[src/rtl/core/ssdp_request_parser_defines.svh]
`ifndef SSDP_REQUEST_PARSER_DEFINES_SVH
`define SSDP_REQUEST_PARSER_DEFINES_SVH

// same-cycle implication, reset masked
`define SSDP_ASSERT_NOW(lbl, clk, rst_n, ante, cons, msg) \
    lbl: assert property (@(posedge clk) disable iff (!(rst_n)) (ante) |-> (cons)) \
        else $error(msg);

// next-cycle implication, reset masked
`define SSDP_ASSERT_NEXT(lbl, clk, rst_n, ante, cons, msg) \
    lbl: assert property (@(posedge clk) disable iff (!(rst_n)) (ante) |=> (cons)) \
        else $error(msg);

`endif

[src/rtl/core/ssdp_pkg.sv]
`default_nettype none

package ssdp_pkg;

    localparam int TEXT_BYTES   = 64;
    localparam int METHOD_BYTES = 10;
    localparam int URI_BYTES    = 2;

    localparam logic [7:0] CH_SPACE = 8'h20;
    localparam logic [7:0] CH_CR    = 8'h0d;
    localparam logic [7:0] CH_LF    = 8'h0a;
    localparam logic [7:0] CH_COLON = 8'h3a;
    localparam logic [7:0] CH_PLUS  = 8'h2b;
    localparam logic [7:0] CH_MINUS = 8'h2d;
    localparam logic [7:0] CH_ZERO  = 8'h30;
    localparam logic [7:0] CH_NINE  = 8'h39;
    localparam logic [7:0] CH_TAB   = 8'h09;
    localparam logic [7:0] CH_RET   = 8'h0d;

    // patterns padded to eight characters, first character in the top byte
    localparam logic [63:0] PAT_MSEARCH = "M-SEARCH";
    localparam logic [63:0] PAT_NOTIFY  = {"NOTIFY", 16'h0000};
    localparam logic [63:0] PAT_STAR    = {"*", 56'h0};
    localparam logic [63:0] PAT_MA      = {"MA", 48'h0};
    localparam logic [63:0] PAT_ST      = {"ST", 48'h0};
    localparam logic [63:0] PAT_MX      = {"MX", 48'h0};

    localparam logic [3:0] LEN_MSEARCH = 4'd8;
    localparam logic [3:0] LEN_NOTIFY  = 4'd6;
    localparam logic [3:0] LEN_STAR    = 4'd1;
    localparam logic [3:0] LEN_PAIR    = 4'd2;

    localparam int FL_MSEARCH = 0;
    localparam int FL_NOTIFY  = 1;
    localparam int FL_STAR    = 2;
    localparam int FL_MA      = 3;
    localparam int FL_ST      = 4;
    localparam int FL_MX      = 5;
    localparam logic [5:0] FL_ALL = 6'h3f;

    localparam logic [1:0] MC_NONE    = 2'd0;
    localparam logic [1:0] MC_MSEARCH = 2'd1;
    localparam logic [1:0] MC_NOTIFY  = 2'd2;

    localparam logic [19:0] MAG_MAX = 20'd65535;

    typedef enum logic [5:0] {
        PH_METHOD = 6'b000001,
        PH_URI    = 6'b000010,
        PH_PROTO  = 6'b000100,
        PH_KEY    = 6'b001000,
        PH_VALUE  = 6'b010000,
        PH_ABORT  = 6'b100000
    } t_phase;

    typedef enum logic [1:0] {
        HK_NONE = 2'd0,
        HK_MAN  = 2'd1,
        HK_ST   = 2'd2,
        HK_MX   = 2'd3
    } t_hdr;

    typedef enum logic [1:0] {
        AT_SKIP = 2'd0,
        AT_NUM  = 2'd1,
        AT_STOP = 2'd2
    } t_atoi;

    typedef struct packed {
        logic [5:0]  flags;
        t_atoi       aph;
        logic        neg;
        logic [15:0] mag;
    } t_text;

    localparam t_text TEXT_RESET = '{flags: FL_ALL, aph: AT_SKIP, neg: 1'b0, mag: 16'd0};

    // prefix step against one padded pattern
    function automatic logic f_pfx(input logic ok, input logic in_range,
                                   input logic [2:0] idx, input logic [63:0] pat,
                                   input logic [3:0] plen, input logic [7:0] c);
        logic [7:0] ch;
        ch = pat[{~idx, 3'b000} +: 8];
        return ok && in_range && ({1'b0, idx} < plen) && (ch == c);
    endfunction

endpackage

`default_nettype wire

[src/rtl/core/ssdp_request_parser.sv]
// SSDP request parser
// Byte stream in on the s_axis channel: tdata carries one datagram byte, tlast
// marks the final byte of the datagram. One result per datagram leaves on the
// m_axis channel when the final byte has been processed; no other byte gives
// a result. Result fields in tdata: respond, method_seen, mx_seconds, aborted.
// A byte is taken into an input register and processed from there by the
// parser logic; if it was the last one, its verdict lands in the output
// register, from which the result is offered. Throughput is one byte per
// clock while no result waits on m_axis tready, set by the combinational
// parser step between input register and state registers.
// If the result waits on m_axis tready, the byte held in the input register
// waits too and s_axis tready drops after one more byte; flow resumes at full
// rate once the result is taken.
// Synchronous active-low reset returns the parser to the method phase with
// all match state cleared and empties both the input and output registers.
// After each final byte the parser returns to the same reset state.
`default_nettype none

`include "ssdp_request_parser_defines.svh"

module ssdp_request_parser #(
    parameter int TEXT_BYTES   = ssdp_pkg::TEXT_BYTES,
    parameter int METHOD_BYTES = ssdp_pkg::METHOD_BYTES,
    parameter int URI_BYTES    = ssdp_pkg::URI_BYTES
) (
    input  wire logic        i_clk,
    input  wire logic        i_rst_n,
    input  wire logic        i_s_axis_tvalid,
    output logic             o_s_axis_tready,
    input  wire logic [7:0]  i_s_axis_tdata,  // rx_byte
    input  wire logic        i_s_axis_tlast,  // last_byte
    output logic             o_m_axis_tvalid,
    input  wire logic        i_m_axis_tready,
    output logic [23:0]      o_m_axis_tdata   // respond, method_seen[2:1], mx_seconds[18:3],
                                              // aborted[19], zero fill
);

    localparam int MAX_A = (TEXT_BYTES > METHOD_BYTES) ? TEXT_BYTES : METHOD_BYTES;
    localparam int MAX_B = (MAX_A > URI_BYTES) ? MAX_A : URI_BYTES;
    localparam int LEN_W = $clog2(MAX_B);

    logic                 r_in_valid;
    logic [7:0]           r_in_byte;
    logic                 r_in_last;

    ssdp_pkg::t_phase     r_phase, n_phase;
    logic [2:0]           r_lbc, n_lbc;
    logic [LEN_W-1:0]     r_wpos, n_wpos;
    logic [LEN_W-1:0]     r_len, n_len;
    ssdp_pkg::t_hdr       r_hk, n_hk;
    logic [1:0]           r_method, n_method;
    logic                 r_pending, n_pending;
    ssdp_pkg::t_text      r_text, n_text;
    logic [15:0]          r_mx, n_mx;

    logic                 r_out_valid;
    logic                 r_out_respond;
    logic [1:0]           r_out_method;
    logic [15:0]          r_out_mx;
    logic                 r_out_aborted;

    ssdp_pkg::t_text      tu_text;
    logic [LEN_W-1:0]     tu_len;
    logic                 adv;
    logic                 brk;
    logic                 put;
    logic                 eq_ms, eq_nt, eq_star, eq_st, eq_mx;
    logic [1:0]           mc_new;
    logic                 res_respond;
    logic [1:0]           res_method;
    logic [15:0]          res_mx;
    logic                 res_aborted;

    assign adv             = r_in_valid && (!r_out_valid || i_m_axis_tready);
    assign o_s_axis_tready = !r_in_valid || adv;
    assign o_m_axis_tvalid = r_out_valid;
    assign o_m_axis_tdata  = {4'h0, r_out_aborted, r_out_mx, r_out_method, r_out_respond};

    ssdp_text_unit #(
        .LEN_W (LEN_W)
    ) u_text (
        .i_byte (r_in_byte),
        .i_pos  (r_wpos),
        .i_len  (r_len),
        .i_text (r_text),
        .o_text (tu_text),
        .o_len  (tu_len)
    );

    always_comb begin
        brk     = (r_in_byte == ssdp_pkg::CH_CR) || (r_in_byte == ssdp_pkg::CH_LF);
        eq_ms   = r_text.flags[ssdp_pkg::FL_MSEARCH] && (r_len == LEN_W'(ssdp_pkg::LEN_MSEARCH));
        eq_nt   = r_text.flags[ssdp_pkg::FL_NOTIFY] && (r_len == LEN_W'(ssdp_pkg::LEN_NOTIFY));
        eq_star = r_text.flags[ssdp_pkg::FL_STAR] && (r_len == LEN_W'(ssdp_pkg::LEN_STAR));
        eq_st   = r_text.flags[ssdp_pkg::FL_ST] && (r_len == LEN_W'(ssdp_pkg::LEN_PAIR));
        eq_mx   = r_text.flags[ssdp_pkg::FL_MX] && (r_len == LEN_W'(ssdp_pkg::LEN_PAIR));
        mc_new  = eq_ms ? ssdp_pkg::MC_MSEARCH : (eq_nt ? ssdp_pkg::MC_NOTIFY : r_method);

        n_phase   = r_phase;
        n_wpos    = r_wpos;
        n_len     = r_len;
        n_hk      = r_hk;
        n_method  = r_method;
        n_pending = r_pending;
        n_text    = r_text;
        n_mx      = r_mx;
        put       = 1'b0;

        if (brk) begin
            n_lbc = (r_lbc == 3'd7) ? r_lbc : r_lbc + 3'd1;
        end else begin
            n_lbc = 3'd0;
        end

        case (r_phase)
            ssdp_pkg::PH_METHOD: begin
                if (r_in_byte == ssdp_pkg::CH_SPACE) begin
                    n_method = mc_new;
                    n_phase  = (mc_new != ssdp_pkg::MC_NONE) ? ssdp_pkg::PH_URI
                                                             : ssdp_pkg::PH_ABORT;
                    n_wpos   = '0;
                end else if (r_wpos < LEN_W'(METHOD_BYTES - 1)) begin
                    put = 1'b1;
                end
            end
            ssdp_pkg::PH_URI: begin
                if (r_in_byte == ssdp_pkg::CH_SPACE) begin
                    n_phase = eq_star ? ssdp_pkg::PH_PROTO : ssdp_pkg::PH_ABORT;
                    n_wpos  = '0;
                end else if (r_wpos < LEN_W'(URI_BYTES - 1)) begin
                    put = 1'b1;
                end
            end
            ssdp_pkg::PH_PROTO: begin
                if (n_lbc == 3'd2) begin
                    n_phase = ssdp_pkg::PH_KEY;
                    n_wpos  = '0;
                end
            end
            ssdp_pkg::PH_KEY: begin
                if (n_lbc == 3'd4) begin
                    n_pending = 1'b1;
                end else if (r_in_byte == ssdp_pkg::CH_SPACE) begin
                    n_wpos  = '0;
                    n_phase = ssdp_pkg::PH_VALUE;
                end else if (!brk && (r_in_byte != ssdp_pkg::CH_COLON)
                             && (r_wpos < LEN_W'(TEXT_BYTES - 1))) begin
                    put = 1'b1;
                end
            end
            ssdp_pkg::PH_VALUE: begin
                if (n_lbc == 3'd2) begin
                    if (r_hk == ssdp_pkg::HK_MX) begin
                        n_mx = r_text.neg ? 16'd0 : r_text.mag;
                    end
                    n_phase = ssdp_pkg::PH_KEY;
                    n_hk    = ssdp_pkg::HK_NONE;
                    n_wpos  = '0;
                end else if (!brk) begin
                    if (r_hk == ssdp_pkg::HK_NONE) begin
                        if ((r_len >= LEN_W'(ssdp_pkg::LEN_PAIR))
                            && r_text.flags[ssdp_pkg::FL_MA]) begin
                            n_hk = ssdp_pkg::HK_MAN;
                        end else if (eq_st) begin
                            n_hk = ssdp_pkg::HK_ST;
                        end else if (eq_mx) begin
                            n_hk = ssdp_pkg::HK_MX;
                        end
                    end
                    if (r_wpos < LEN_W'(TEXT_BYTES - 1)) begin
                        put = 1'b1;
                    end
                end
            end
            ssdp_pkg::PH_ABORT: begin
                n_pending = 1'b0;
                n_mx      = 16'd0;
            end
            default: begin
            end
        endcase

        if (put) begin
            n_wpos = r_wpos + LEN_W'(1);
            n_text = tu_text;
            n_len  = tu_len;
        end

        res_respond = n_pending;
        res_method  = n_method;
        res_mx      = n_mx;
        res_aborted = (n_phase == ssdp_pkg::PH_ABORT);

        // datagram end: back to the reset state
        if (r_in_last) begin
            n_phase   = ssdp_pkg::PH_METHOD;
            n_lbc     = 3'd0;
            n_wpos    = '0;
            n_len     = '0;
            n_hk      = ssdp_pkg::HK_NONE;
            n_method  = ssdp_pkg::MC_NONE;
            n_pending = 1'b0;
            n_text    = ssdp_pkg::TEXT_RESET;
            n_mx      = 16'd0;
        end
    end

    always_ff @(posedge i_clk) begin
        if (!i_rst_n) begin
            r_in_valid <= 1'b0;
        end else if (o_s_axis_tready) begin
            r_in_valid <= i_s_axis_tvalid;
        end
        if (o_s_axis_tready && i_s_axis_tvalid) begin
            r_in_byte <= i_s_axis_tdata;
            r_in_last <= i_s_axis_tlast;
        end
    end

    always_ff @(posedge i_clk) begin
        if (!i_rst_n) begin
            r_phase   <= ssdp_pkg::PH_METHOD;
            r_lbc     <= 3'd0;
            r_wpos    <= '0;
            r_len     <= '0;
            r_hk      <= ssdp_pkg::HK_NONE;
            r_method  <= ssdp_pkg::MC_NONE;
            r_pending <= 1'b0;
            r_text    <= ssdp_pkg::TEXT_RESET;
            r_mx      <= 16'd0;
        end else if (adv) begin
            r_phase   <= n_phase;
            r_lbc     <= n_lbc;
            r_wpos    <= n_wpos;
            r_len     <= n_len;
            r_hk      <= n_hk;
            r_method  <= n_method;
            r_pending <= n_pending;
            r_text    <= n_text;
            r_mx      <= n_mx;
        end
    end

    always_ff @(posedge i_clk) begin
        if (!i_rst_n) begin
            r_out_valid <= 1'b0;
        end else if (adv && r_in_last) begin
            r_out_valid <= 1'b1;
        end else if (i_m_axis_tready) begin
            r_out_valid <= 1'b0;
        end
        if (adv && r_in_last) begin
            r_out_respond <= res_respond;
            r_out_method  <= res_method;
            r_out_mx      <= res_mx;
            r_out_aborted <= res_aborted;
        end
    end

    `SSDP_ASSERT_NEXT(a_last_resets, i_clk, i_rst_n, adv && r_in_last,
        (r_phase == ssdp_pkg::PH_METHOD) && (r_wpos == '0) && !r_pending, "no reset after last")
    `SSDP_ASSERT_NOW(a_wpos_bound, i_clk, i_rst_n, 1'b1,
        r_wpos <= LEN_W'(MAX_B - 1), "write position out of range")
    `SSDP_ASSERT_NOW(a_abort_clean, i_clk, i_rst_n, r_out_valid && r_out_aborted,
        !r_out_respond && (r_out_mx == 16'd0), "aborted result carries data")
    `SSDP_ASSERT_NOW(a_method_known, i_clk, i_rst_n,
        (r_phase == ssdp_pkg::PH_URI) || (r_phase == ssdp_pkg::PH_PROTO)
        || (r_phase == ssdp_pkg::PH_KEY) || (r_phase == ssdp_pkg::PH_VALUE),
        r_method != ssdp_pkg::MC_NONE, "past method phase without method")

endmodule

`default_nettype wire

[src/rtl/core/ssdp_text_unit.sv]
`default_nettype none

module ssdp_text_unit #(
    parameter int LEN_W = 6
) (
    input  wire logic [7:0]       i_byte,
    input  wire logic [LEN_W-1:0] i_pos,
    input  wire logic [LEN_W-1:0] i_len,
    input  wire ssdp_pkg::t_text  i_text,
    output ssdp_pkg::t_text       o_text,
    output logic      [LEN_W-1:0] o_len
);

    ssdp_pkg::t_text  base;
    logic [LEN_W-1:0] base_len;
    logic             in_range;
    logic [2:0]       idx;
    logic             digit;
    logic             blank;
    logic [19:0]      prod;
    logic [7:0]       dval;

    always_comb begin
        base     = (i_pos == '0) ? ssdp_pkg::TEXT_RESET : i_text;
        base_len = (i_pos == '0) ? '0 : i_len;
        in_range = (i_pos >> 3) == '0;
        idx      = i_pos[2:0];
        digit    = (i_byte >= ssdp_pkg::CH_ZERO) && (i_byte <= ssdp_pkg::CH_NINE);
        blank    = (i_byte == ssdp_pkg::CH_SPACE)
                || ((i_byte >= ssdp_pkg::CH_TAB) && (i_byte <= ssdp_pkg::CH_RET));
        dval     = i_byte - ssdp_pkg::CH_ZERO;
        prod     = 20'({i_text.mag, 3'b000}) + 20'({i_text.mag, 1'b0}) + 20'(dval[3:0]);
        o_text   = i_text;
        o_len    = i_len;
        if ((i_pos == '0) || (i_len == i_pos)) begin
            o_text = base;
            o_len  = base_len;
            if (i_byte == 8'h00) begin
                o_len = i_pos;
            end else begin
                o_text.flags[ssdp_pkg::FL_MSEARCH] = ssdp_pkg::f_pfx(
                    base.flags[ssdp_pkg::FL_MSEARCH], in_range, idx,
                    ssdp_pkg::PAT_MSEARCH, ssdp_pkg::LEN_MSEARCH, i_byte);
                o_text.flags[ssdp_pkg::FL_NOTIFY] = ssdp_pkg::f_pfx(
                    base.flags[ssdp_pkg::FL_NOTIFY], in_range, idx,
                    ssdp_pkg::PAT_NOTIFY, ssdp_pkg::LEN_NOTIFY, i_byte);
                o_text.flags[ssdp_pkg::FL_STAR] = ssdp_pkg::f_pfx(
                    base.flags[ssdp_pkg::FL_STAR], in_range, idx,
                    ssdp_pkg::PAT_STAR, ssdp_pkg::LEN_STAR, i_byte);
                if (in_range && (idx < 3'd2)) begin
                    o_text.flags[ssdp_pkg::FL_MA] = ssdp_pkg::f_pfx(
                        base.flags[ssdp_pkg::FL_MA], in_range, idx,
                        ssdp_pkg::PAT_MA, ssdp_pkg::LEN_PAIR, i_byte);
                end
                o_text.flags[ssdp_pkg::FL_ST] = ssdp_pkg::f_pfx(
                    base.flags[ssdp_pkg::FL_ST], in_range, idx,
                    ssdp_pkg::PAT_ST, ssdp_pkg::LEN_PAIR, i_byte);
                o_text.flags[ssdp_pkg::FL_MX] = ssdp_pkg::f_pfx(
                    base.flags[ssdp_pkg::FL_MX], in_range, idx,
                    ssdp_pkg::PAT_MX, ssdp_pkg::LEN_PAIR, i_byte);

                // decimal conversion, leading blanks skipped
                case (base.aph)
                    ssdp_pkg::AT_SKIP: begin
                        if (!blank) begin
                            if (i_byte == ssdp_pkg::CH_PLUS) begin
                                o_text.aph = ssdp_pkg::AT_NUM;
                            end else if (i_byte == ssdp_pkg::CH_MINUS) begin
                                o_text.aph = ssdp_pkg::AT_NUM;
                                o_text.neg = 1'b1;
                            end else if (digit) begin
                                o_text.aph = ssdp_pkg::AT_NUM;
                                o_text.mag = 16'(dval[3:0]);
                            end else begin
                                o_text.aph = ssdp_pkg::AT_STOP;
                            end
                        end
                    end
                    ssdp_pkg::AT_NUM: begin
                        if (digit) begin
                            o_text.mag = (prod > ssdp_pkg::MAG_MAX) ? 16'hffff : prod[15:0];
                        end else begin
                            o_text.aph = ssdp_pkg::AT_STOP;
                        end
                    end
                    default: begin
                    end
                endcase
                o_len = i_pos + LEN_W'(1);
            end
        end
    end

endmodule

`default_nettype wire

[config.mk]
export PLATFORM = sky130hd
export DESIGN_NAME = ssdp_request_parser
export DESIGN_NICKNAME = d
export VERILOG_FILES = /design/src/rtl/core/ssdp_pkg.sv /design/src/rtl/core/ssdp_request_parser.sv /design/src/rtl/core/ssdp_text_unit.sv
export VERILOG_INCLUDE_DIRS = /design/src /design/src/rtl/core
export SDC_FILE = /design/constraint.sdc
export NUM_CORES = 1
export LEC_CHECK = 0
export ABC_AREA = 1
export BUFFER_PORTS_ARGS = -buffer_cell sky130_fd_sc_hd__buf_4
export CAP_MARGIN = 20
export CORE_MARGIN = 5
export CORE_UTILIZATION = 35
export DETAILED_ROUTE_END_ITERATION = 6
export PLACE_DENSITY_LB_ADDON = 0.15
export SETUP_SLACK_MARGIN = 0.2
export SLEW_MARGIN = 20
export SYNTH_ARGS = -nofsm -noshare
export SYNTH_HDL_FRONTEND = slang
export SYNTH_SLANG_ARGS = --single-unit
[constraint.sdc]
create_clock -name i_clk -period 3.1 [get_ports i_clk]
set_input_delay 0 -clock i_clk [delete_from_list [all_inputs] [get_ports i_clk]]
set_output_delay 0 -clock i_clk [all_outputs]
set_load 0.05 [all_outputs]
==> Word level (Yosys, flattened, before mapping) <==
Cells that the tools add are included.
{ "classes": {"addsub": 5, "magnitude_cmp": 13, "n_eq_ne": 32, "shifts": 6, "mux": 76, "bitwise": 1, "reduce_logical": 57} }
{ "op_table": {"columns": ["op", "n"], "rows": [
  ["64-bit by 7-bit variable part select with 8-bit output, first input constant", 6],
  ["16-bit 2-to-1 mux", 8],
  ["25-bit 2-to-1 mux", 5],
  ["6-bit 2-to-1 mux", 17],
  ["16-bit case mux with 2 select lines", 2],
  ["8-bit equality test", 6],
  ["2-bit 2-to-1 mux", 17],
  ["1-bit logical AND", 31],
  ["8-bit by 6-bit equality test with 1-bit output, second input constant", 3],
  ["6-bit case mux with 4 select lines", 1],
  ["19-bit by 17-bit adder with 20-bit output", 1],
  ["20-bit by 4-bit adder with 20-bit output", 1],
  ["20-bit by 16-bit > comparator with 1-bit output, second input constant", 1],
  ["19-bit 2-to-1 mux", 1],
  ["6-bit case mux with 3 select lines", 1],
  ["1-bit 2-to-1 mux", 17],
  ["17-bit 2-to-1 mux", 1],
  ["8-bit by 4-bit equality test with 1-bit output, second input constant", 2],
  ["6-bit by 1-bit equality test with 1-bit output, second input constant", 2],
  ["6-bit by 2-bit equality test with 1-bit output, second input constant", 2],
  ["6-bit by 3-bit equality test with 1-bit output, second input constant", 2],
  ["6-bit by 4-bit equality test with 1-bit output, second input constant", 2],
  ["6-bit equality test, second input constant", 2],
  ["6-bit zero test", 2],
  ["40 further kinds", 57]
]} }
{ "totals": {"ff_bits": 98, "output_inout_bits": 26, "word_cells": 210} }

==> Longest topological paths before layout <==
{ "depth": {"ltp_word": 11, "ltp_mapped": 18, "mapped_depth_nobuf": 18} }

==> Modules after synthesis <==
A second synthesis with hierarchy kept.
{ "unflattened": {"cells_unflattened": 1228, "hier_area_um2": 7908.8} }
{ "by_module_without_submodules": {"columns": ["mod", "instances", "cells_each", "area_each_um2", "seq_area_each_um2"], "rows": [
  ["ssdp_request_parser", 1, 637, 4775.8, 2252.2],
  ["ssdp_text_unit", 1, 591, 3133.0, 0.0]
]} }

==> Least setup slack after synthesis <==
No wires, ideal clock.
{ "synth_path": {"kind": "reg-to-reg", "start": "reg r_in_byte[3]", "end": "reg r_text[15] in the netlist's numbering", "setup_time_ns": 0.132, "arrival_time_ns": 2.501, "required_time_ns": 2.968, "setup_slack_ns": 0.466, "path_stages_with_launch": 18, "n_path_buf": 1, "path_cell_list": "edfxtp_1 > fa_1 > fa_1 > nand2_1 > nand2_1 > nand3_1 > nand2_1 > nand2_1 > nand2_1 > nand2_1 > nand2_1 > nor2_1 > buf_2 > nand3_1 > nand2_1 > nand2_1 > nand4_1 > a21oi_1"} }
{ "synth_via": {"elab_chain_cells": 11, "elab_cells_between_ends": 45, "classes_between": "add/sub: 2; order compare: 5; eq/ne: 8; mux: 20; reduce/logical: 10"} }
{ "synth_lines": {"columns": ["element", "line", "source"], "rows": [
  ["start: declaration", "ssdp_request_parser.sv:43", "logic [7:0] r_in_byte;"],
  ["start signal: assignment", "ssdp_request_parser.sv:215", "r_in_byte <= i_s_axis_tdata;"],
  ["branches (longest 11 deep; another with 20-bit by 4-bit adder with 20-bit output)", null, null],
  ["end signal: assignment", "ssdp_request_parser.sv:229", "r_text <= ssdp_pkg::TEXT_RESET;"],
  ["end signal: assignment", "ssdp_request_parser.sv:239", "r_text <= n_text;"],
  ["end: declaration", "ssdp_request_parser.sv:53", "ssdp_pkg::t_text r_text, n_text;"]
]} }
Parallel ways; which one is timed is not known. The select of a mux whose other input is x is not followed.
A chain may end at the register's enable or synchronous reset.

==> Worst setup path in the final report <==
{ "layout_path": {"start": "reg r_in_byte[3]", "end": "reg r_text[6] in the netlist's numbering"} }
The elaborated chain is that of the path after synthesis.

==> impl_summary.md <==
Global route
The layer with the highest usage is met1. The initial antenna violation count is 0. The via count of the first global-routing pass is 6,368. The first-pass GRT wire length is 33.2 mm. The global-route track usage on met1 is 26.1%.

Global routing used 25.3% of the available met2 tracks. Summed over all layers, the global routing overflow is 0. Global routing used 2.39% of the available met3 tracks. The global-route usage over all layers is 17.1%.

The largest net degree at the start of global routing is 51.

Finish
Compared with the post-synthesis result, the final layout area differs by 14.8%. The number of nets in the finished design is 1,154. The number of antenna diodes in the final layout is 0.

Cells with a size suffix above 1 make up 12.6% of the layout. The final instance count without filler cells is 1,377. The filler cells instantiated in the layout total 2,161.

Floorplanning
Measured along the x axis, the die boundary spans 153 um. The die outline height is 153 um. The site row count is 52. The die footprint is 23,300 um^2.

The core region area is 20,100 um^2. The starting density of the core is 35.4%. For this design the top-level I/O count stands at 39.

Drt
The final route contains 6,892 vias. The iteration-0 DRC count of the detailed router is 446. The total DRC errors in the routed layout is 0. The detail-routed via count per cell is 5.01.

The total iterations of the first detailed-routing run is 5. The overall routed net length is 20.1 mm. The number of routed nets with antenna violations is 0. After detailed routing, the average wire length per cell comes to 14.6 um.

Yosys
Yosys mapped a number of flops with a built-in enable equal to 29. The sequential cell area fraction in the yosys report is 31.7%. The distinct cell type count of the synthesized netlist is 52. The largest area contributor in the netlist is dfxtp_1. Ranked by total cell area, the synthesized netlist is headed by dfxtp_1, nand2_1, edfxtp_1.

For this run, the number of Yosys warnings is 0. The commonest cells after synthesis are nand2_1, a21oi_1, inv_1. For this run, asynchronously set or reset flops after synthesis account for 0%. The top cell type by area accounts for 19.4% of the synthesized area. Among all cell types in the netlist, the one instantiated most often is nand2_1. The post-synthesis area per instance is 6.73 um^2. The number of synthesized register bits is 98.

The cell area after synthesis is 7110 um^2. In the synthesized netlist, the number of instances is 1,057. The dominant synthesized flop cell is dfxtp_1.

Power
The total chip power is 2860 uW. The total power density per cell area is 351 nW/um^2. The leakage power is 0.00360 uW. The worst-case IR drop observed on VDD is 0.258 mV.

Worst setup path
The worst-path maximum fanout is 5. Counting cells, the worst reg-to-reg path comes to 17. STA puts the critical path data required time at 3.34 ns. The endpoint of the most critical register-to-register path is r_text[6].

STA classifies the critical path endpoint as a flip-flop. The maximum single-stage delay on the critical path is 0.50 ns. The worst-case register-to-register setup slack is 0.41 ns. In this run the critical register-to-register path is launched from r_in_byte[3].

The cell repeated most along the worst path is nand2_1. The critical path's slowest cell is fa_1. By startpoint and endpoint, the worst setup path is classified as flip-flop to flip-flop. The data arrival time of the critical path is 2.93 ns.

The critical path startpoint category is a flip-flop. The number of buffers and inverters on the critical path is 1. The critical path goes through fa_1, fa_2, nand2_1, nand2_1, nand3_1, nand2_1, nand2_1, nand2_1, nand2_1, nand2_1, nor2_4, buf_4, nand3_1, nand2_1, nand2_1, nand4_1, a21oi_1. In this design, the largest share of critical-path delay is due to simple AND/OR/NAND/NOR gates.

Timing
Timing would allow up to 371 MHz. After layout, the worst setup slack is 0.405 ns. The hold violation total from the final report came to 0. The worst-case hold slack is 0.0592 ns. Measured against its own limit, the worst slew margin works out to 46.9%. The slew at the pin closest to its max-slew limit is 0.796 ns. The share of the clock period used by the worst path is 86.9%.

The clock arrives with 0.0111 ns of skew. Adding up every negative setup slack in the final design gives 0 ns. Subtracting the final worst setup slack from the clock period gives 2.69 ns.

The total count of max-transition violations in the final report is 0. The final-report setup violation count is 0. Setup repair after global routing could not meet its margin everywhere.

Placement
After legalization and detailed placement, the total HPWL measured 14.9 mm. The number of cells in the design after placement is 1,347. At the end of routability-driven placement, the weighted congestion stood at 0.900. The number of buffers added on ports is 34.

The worst slack after detailed placement is 0.252 ns.

CTS
The worst-case clock buffer depth is 2. The tree is rooted in a clkbuf_16. The H-tree was split into 3 levels. The number of clock buffers added by TritonCTS is 9. The clock slew at the register clock pins of the worst setup and hold paths is 0.08 ns. The latest clock arrival within the worst-skew pair is 0.36 ns. TritonCTS built the clock tree. The total clock sinks is 98.

Hold path
The worst hold path was traced through 6 stages. The endpoint of the worst hold path is o_m_axis_tvalid. The launch instance of the worst min-delay path is i_m_axis_tready.

The class of the most critical hold timing path is input pin to flip-flop.

Status
The run finished with clean final reports.

Flow run
The tool flagged a number of max-cap violations equal to 0.
-- area by class of cell --
type / instances / area, um^2 / share of cell area, %
clock buffers: 9 / 225 / 2.76
well taps: 270 / 338 / 4.14
multi-input cells: 797 / 4210 / 51.5
inverters: 122 / 459 / 5.62
flip-flops and latches: 98 / 2260 / 27.7
clock inverters: 7 / 81.3 / 0.996
repair buffers: 74 / 596 / 7.29
-- placed cells by master (no fill, tap or decap), types with 5 or more instances in the layout --
| master | n |
|---|---|
| clkbuf_16 | 9 |
| o21ai_0 | 41 |
| edfxtp_1 | 29 |
| nand2_1 | 304 |
| o31ai_2 | 9 |
| dfxtp_1 | 63 |
| dfxtp_2 | 6 |
| xnor2_1 | 6 |
| inv_2 | 11 |
| xor2_1 | 19 |
| o21ai_1 | 8 |
| nor2_1 | 84 |
| a21oi_1 | 112 |
| ha_1 | 36 |
| nor2_4 | 5 |
| dlygate4sd3_1 | 11 |
| inv_1 | 109 |
| nor2_2 | 5 |
| nor3_1 | 14 |
| nand4_1 | 26 |
| buf_4 | 62 |
| nand2_2 | 5 |
| nand3_1 | 68 |
-- kinds of logic (layout without fill, tap and decap cells) --
logic type	after synthesis	in the layout	share of synthesized area [%]
and+or+nand+nor	536	536	33.0
AOI/OAI and AO/OA	193	193	15.3
buffers and inverters	165	212	9.83
DFF	98	98	31.7
adders and majority gates	39	39	7.07
xor gates and xnor gates	25	25	3.08
other	1	4	0.0527
-- worst max-delay path by stage --
stage	from	end	cells after the start
after floorplan	r_in_byte[3]	r_text[15]	17
after global placement	r_in_byte[3]	r_text[9]	17
after detailed placement	r_in_byte[3]	r_text[9]	17
after CTS	r_in_byte[3]	r_text[9]	17
after global routing	r_in_byte[2]	r_text[6]	18
final	r_in_byte[3]	r_text[6]	17
-- worst register-to-register path: cells and delay by family (launching register included) --
kind / cells / cell delay, ns
simple gates: 13 / 1.04
fa+ha+maj: 2 / 0.90
flops: 1 / 0.41
buf+inv: 1 / 0.16
compound gates: 1 / 0.06
-- through the flow --
stage          cell area, um^2  utilization (%)
2_1_floorplan             7120                -
6_report                  8170             40.6
3_3_place_gp              7690             38.2
3_5_place_dp              7690             38.2
4_1_cts                   8100             40.3
5_1_grt                   8170             40.6
-- where the power goes --
| group | switching [uW] | internal (uW) |
|---|---|---|
| combinational | 230 | 107 |
| clock | 590 | 577 |
| sequential | 23.2 | 1340 |
-- sequential cells by signal (all words and copies together) (netlist names), 3 cells and up --
signal	count
r_text	25
r_phase	6
r_out_mx	16
r_lbc	3
r_wpos	6
r_in_byte	8
r_mx	16
r_len	6
-- what timing repair did --
action                     in CTS  in global routing
setup endpoints to repair       0                 16
hold endpoints to repair       19                  0
setup buffers                   0                  1
hold buffers                   11                  0
resized for setup               0                 18
-- layer usage --
layer | routed length (um) | share of wire (%)
met2 | 8510 | 42
met4 | 240 | 1.2
met3 | 1040 | 5.2
met1 | 10300 | 51
met5 | 0 | 0
Note: power is estimated with default switching activity, not from simulation.
